==> src/rtl/nfst_ram.sv <==
`default_nettype none
module nfst_ram #(
  parameter int WIDTH = 32,
  parameter int DEPTH = 64
) (
  input  wire logic                     clk,
  input  wire logic                     we,
  input  wire logic [$clog2(DEPTH)-1:0] waddr,
  input  wire logic [WIDTH-1:0]         wdata,
  input  wire logic [$clog2(DEPTH)-1:0] raddr,
  output logic      [WIDTH-1:0]         rdata
);

  logic [WIDTH-1:0] mem [DEPTH];

  always_ff @(posedge clk) begin
    if (we) mem[waddr] <= wdata;
    rdata <= mem[raddr];
  end

endmodule
`default_nettype wire

==> config.mk <==
export PLATFORM = sky130hd
export DESIGN_NAME = nfst_ram
export DESIGN_NICKNAME = d
export VERILOG_FILES = /design/src/rtl/nfst_ram.sv
export SDC_FILE = /design/constraint.sdc
export NUM_CORES = 2
export LEC_CHECK = 0
export BUFFER_PORTS_ARGS = -buffer_cell sky130_fd_sc_hd__buf_2
export CAP_MARGIN = 20
export CORE_UTILIZATION = 38
export DETAILED_ROUTE_END_ITERATION = 7
export GPL_ROUTABILITY_DRIVEN = 0
export SETUP_SLACK_MARGIN = 0.05
export SYNTH_ARGS = -nofsm -noshare
export SYNTH_HDL_FRONTEND = slang
export SYNTH_SLANG_ARGS = --single-unit
==> constraint.sdc <==
create_clock -name clk -period 4.6 [get_ports clk]
set_input_delay 0.69 -clock clk [delete_from_list [all_inputs] [get_ports clk]]
set_output_delay 0.69 -clock clk [all_outputs]
set_load 0.005 [all_outputs]
**Yosys cells after proc, flatten, opt, wreduce, memory -nomap -nowiden**

Memory sizes are Yosys's and may differ from the RTL's. A register that Yosys moved wholly into a read port is not among the register bits.
Cells that the tools add are included.

- Mux-type cells: 2

Operators by type and width:

| operator | count |
|---|---|
| 1-bit two-way mux | 2 |

- Memory bits (writable): 2048
- Bits in registers: 0
- Logic and storage cells: 3
- Output and inout bits: 32
- Input port bits: 46
- Memories kept: 1

Memory list:

| memory | words | width | rd ports | clocked after memory_dff | write ports | RTL line | text |
|---|---|---|---|---|---|---|---|
| mem | 64 | 32 | 1 | 1 | 1 | 14 | `logic [WIDTH-1:0] mem [DEPTH];` |

**Depth between registers and ports, before layout**

- Depth in word-level cells: 2
- Gate-level depth with buffers: 10
- Depth with buffers taken out: 5

**Worst setup path before layout**

OpenSTA, ideal clock, no wires.

- Path type: input to register
- From: input port waddr[3]
- To: memory mem[48][0] (enable)
- Arrival: 3389 ps
- Data required time: 4139 ps
- Buffers on the path: 1
- Stages on the path: 4
- Setup slack: 750 ps
- Setup time: 461 ps
- Cell sequence: clkbuf_1 > nor2b_1 > nand4b_1 > nor3_1

RTL lines:

| what | RTL line | text |
|---|---|---|
| start, declared | 8 | `input wire logic [$clog2(DEPTH)-1:0] waddr,` |
| end, declared | 14 |  |

Straight into the memory's write port.

==> key figures <==
STA
  • Fin crit share: 63.0%
  • Slew Limit Headroom: 25.3%
  • Max Fclk: 345 MHz
  • RSZ-0062 raised after global routing: no
  • Hold Vio Cnt, Final: 0
  • Hold_ws: 0.130 ns
  • Fin crit period: 2.90 ns
  • Final setup fails: 0
  • Worst-margin pin slew: 1.12 ns
  • Slew Viols, Final: 0
  • Setup TNS: 0 ns
  • Skew final: 0.0378 ns

Finish
  • Most frequent cells in the layout: edfxtp_1 (2048), mux4_2 (544), clkbuf_16 (208), buf_4 (137), mux2i_1 (93)
  • Area grow syn2layout: 15.4%
  • Share of cells above drive strength 1: 30.8%
  • Most common cell after layout, fill and taps aside: edfxtp_1
  • Nets@finish: 3668

Floorplanning
  • FP Rows: 166
  • Core area: 205000 µm²
  • Initial Utilization: 38.3%
  • Die area: 208000 µm²
  • Total I/O pin count: 78
  • Die height: 457 µm
  • Die Width: 457 µm

Logic synthesis
  • Top cells by area, synth: edfxtp_1 (78%), mux4_2 (16%), mux2i_1 (1.2%)
  • Post-synth EDFFs: 2048
  • Post-Syn Nets: 3370
  • Yosys top cell area share: 78.3%
  • Cell Area, Synth: 78500 µm²
  • Netlist cell types: 34
  • Yosys Warn Count: 0
  • Synth Flop Type: edfxtp_1
  • Synthesized area per cell: 23.6 µm²
  • Yosys reg bits: 2080
  • Seq/Total Area, Yosys: 79.1%
  • Ys async rst share: 0%
  • Post-synthesis cell count: 3324
  • Area leader, netlist: edfxtp_1

Worst setup path
  • CP delay by family, top: multiplexers
  • Critical Path RT: 5.25 ns
  • CP Launch Type: input pin
  • Buf/Inv on CP: 3
  • Crit path DAT: 3.54 ns
  • Worst-path fanout max: 33
  • Endpoint class of the critical path: flop
  • Worst path max stage delay: 0.69 ns
  • Cell breakdown of the critical path: buf_8 -> buf_12 -> buf_4 -> mux4_2 -> mux4_2 -> o22ai_1 -> nor2_1
  • Kind of critical path: in2reg
  • CP max stage cell: o22ai_1
  • Most used cell, CP: mux4_2

Drt
  • DRT antenna net count: 0
  • Post-DR vias/cell: 5.70
  • Wirelength per Cell: 31.5 µm
  • Vias: 37000
  • First drt pass iteration count: 5
  • # DRC: 0
  • Initial drt markers: 4265
  • Routed Wire Length: 204000 µm

Clocking
  • CTS Buf Count: 206
  • H-tree lvl count: 4
  • Post-CTS sizing: 0
  • Cts hold-fix bufs: 0
  • Clock Tree Root: clkbuf_16
  • CTS tree: done
  • Post-CTS Repair Setup Buffers: 0
  • CTS Sinks: 2080
  • Worst-path clk slew: 0.06 ns
  • Bufs on Longest Clock Path: 3
  • Clk Latency, worst-skew pair: 0.84 ns

GRT
  • GRT Overall Usage: 19.5%
  • Antenna violations before repair: 17
  • First-pass GRT wire length: 289000 µm
  • Largest net degree at the start of global routing: 66
  • Overflow after GRT: 0
  • Vias in the first global route: 37600

Power and ir drop
  • Leakage power: 28.1 nW
  • Power density cells: 433 nW/µm²
  • Worst IR Drop VDD: 0.315 mV

Placed design
  • HPWL reported at the end of detailed placement: 117000 µm
  • Port Buffers: 77

Status
  • Status: finished, final reports clean

Min path
  • HP Class: in2reg

Run
  • Max_cap viols: 0
[where the power goes]
group          switching [W]  leakage [nW]  internal [W]  total (W)
Combinational        0.00119          6.20      0.000756    0.00194
Sequential          0.000103          18.7        0.0210     0.0211
Clock                0.00716          3.17       0.00903     0.0162
[worst register-to-register path, stage by stage (launching register included)]
cell and delay, ns:
edfxtp_1 0.37, mux4_2 0.45, mux4_2 0.51, o22ai_1 0.70
nor2_1 0.25
[state kept, by name, summed over array words and instances, names as in the netlist]
signal,flops
rdata,32
mem,2048
[synth_stat cells, types with 4 or more instances]
cell type / count
a21oi_1: 62
a22oi_1: 12
a311oi_1: 8
a41o_1: 4
and3_1: 4
buf_1: 21
buf_2: 57
buf_4: 25
buf_6: 5
clkbuf_1: 74
dfxtp_1: 32
edfxtp_1: 2048
mux2i_1: 93
mux4_2: 544
nand2_1: 26
nand2b_1: 8
nand3_1: 5
nand3b_1: 5
nor2_1: 137
nor2b_1: 15
nor3_1: 7
o221ai_1: 27
o22ai_1: 84
o32ai_1: 4
[area by class of cell]
cell class                      count  area [µm²]
Clock inverter                    111         941
Antenna cell                       10        25.0
Tap cell                         2688        3360
Timing Repair Buffer              272        2610
Fill cell                       17000      114000
Clock buffer                      274        5560
Sequential cell                  2080       62100
Multi-Input combinational cell   1062       16000
[layer usage]
layer,share of wire [%],wire length (µm),GRT usage [%]
met1,42,86100,27.8
met2,49,99500,31.6
met3,7.1,14500,3.08
met4,2.1,4270,4.69
met5,0.011,22,0
[through the flow]
stage	instance area (µm²)	utilization, %	instances	power (W)	setup WS [ns]
floorplan	78500	-	3324	0.0224	0.750
global placement	83800	40.9	6086	0.0234	0.796
detailed placement	83800	40.9	6086	0.0234	0.795
CTS	90300	44.0	6471	0.0395	1.70
global route	90600	44.2	6491	0.0403	1.63
finish	90600	44.2	6497	0.0392	1.70
[cells by family after synthesis]
family	Yosys count	synth area share, %
DFF	2080	79.1
muxes	637	16.8
and+or+nand+nor	223	1.27
AOI/OAI and AO/OA	202	1.67
buffers and inverters	182	1.13
[worst paths after layout]
check                             start  slack [ns]                    to  cells past startpoint
setup reg to reg  mem[30][30]$_DFFE_PP_        2.12     rdata[30]$_DFF_P_                      4
hold reg to reg    mem[12][8]$_DFFE_PP_        0.77      rdata[8]$_DFF_P_                      4
setup / recovery               raddr[0]        1.70     rdata[30]$_DFF_P_                      7
hold / removal                 wdata[0]        0.13  mem[15][0]$_DFFE_PP_                      1
Power figures use the tool's default switching activity.
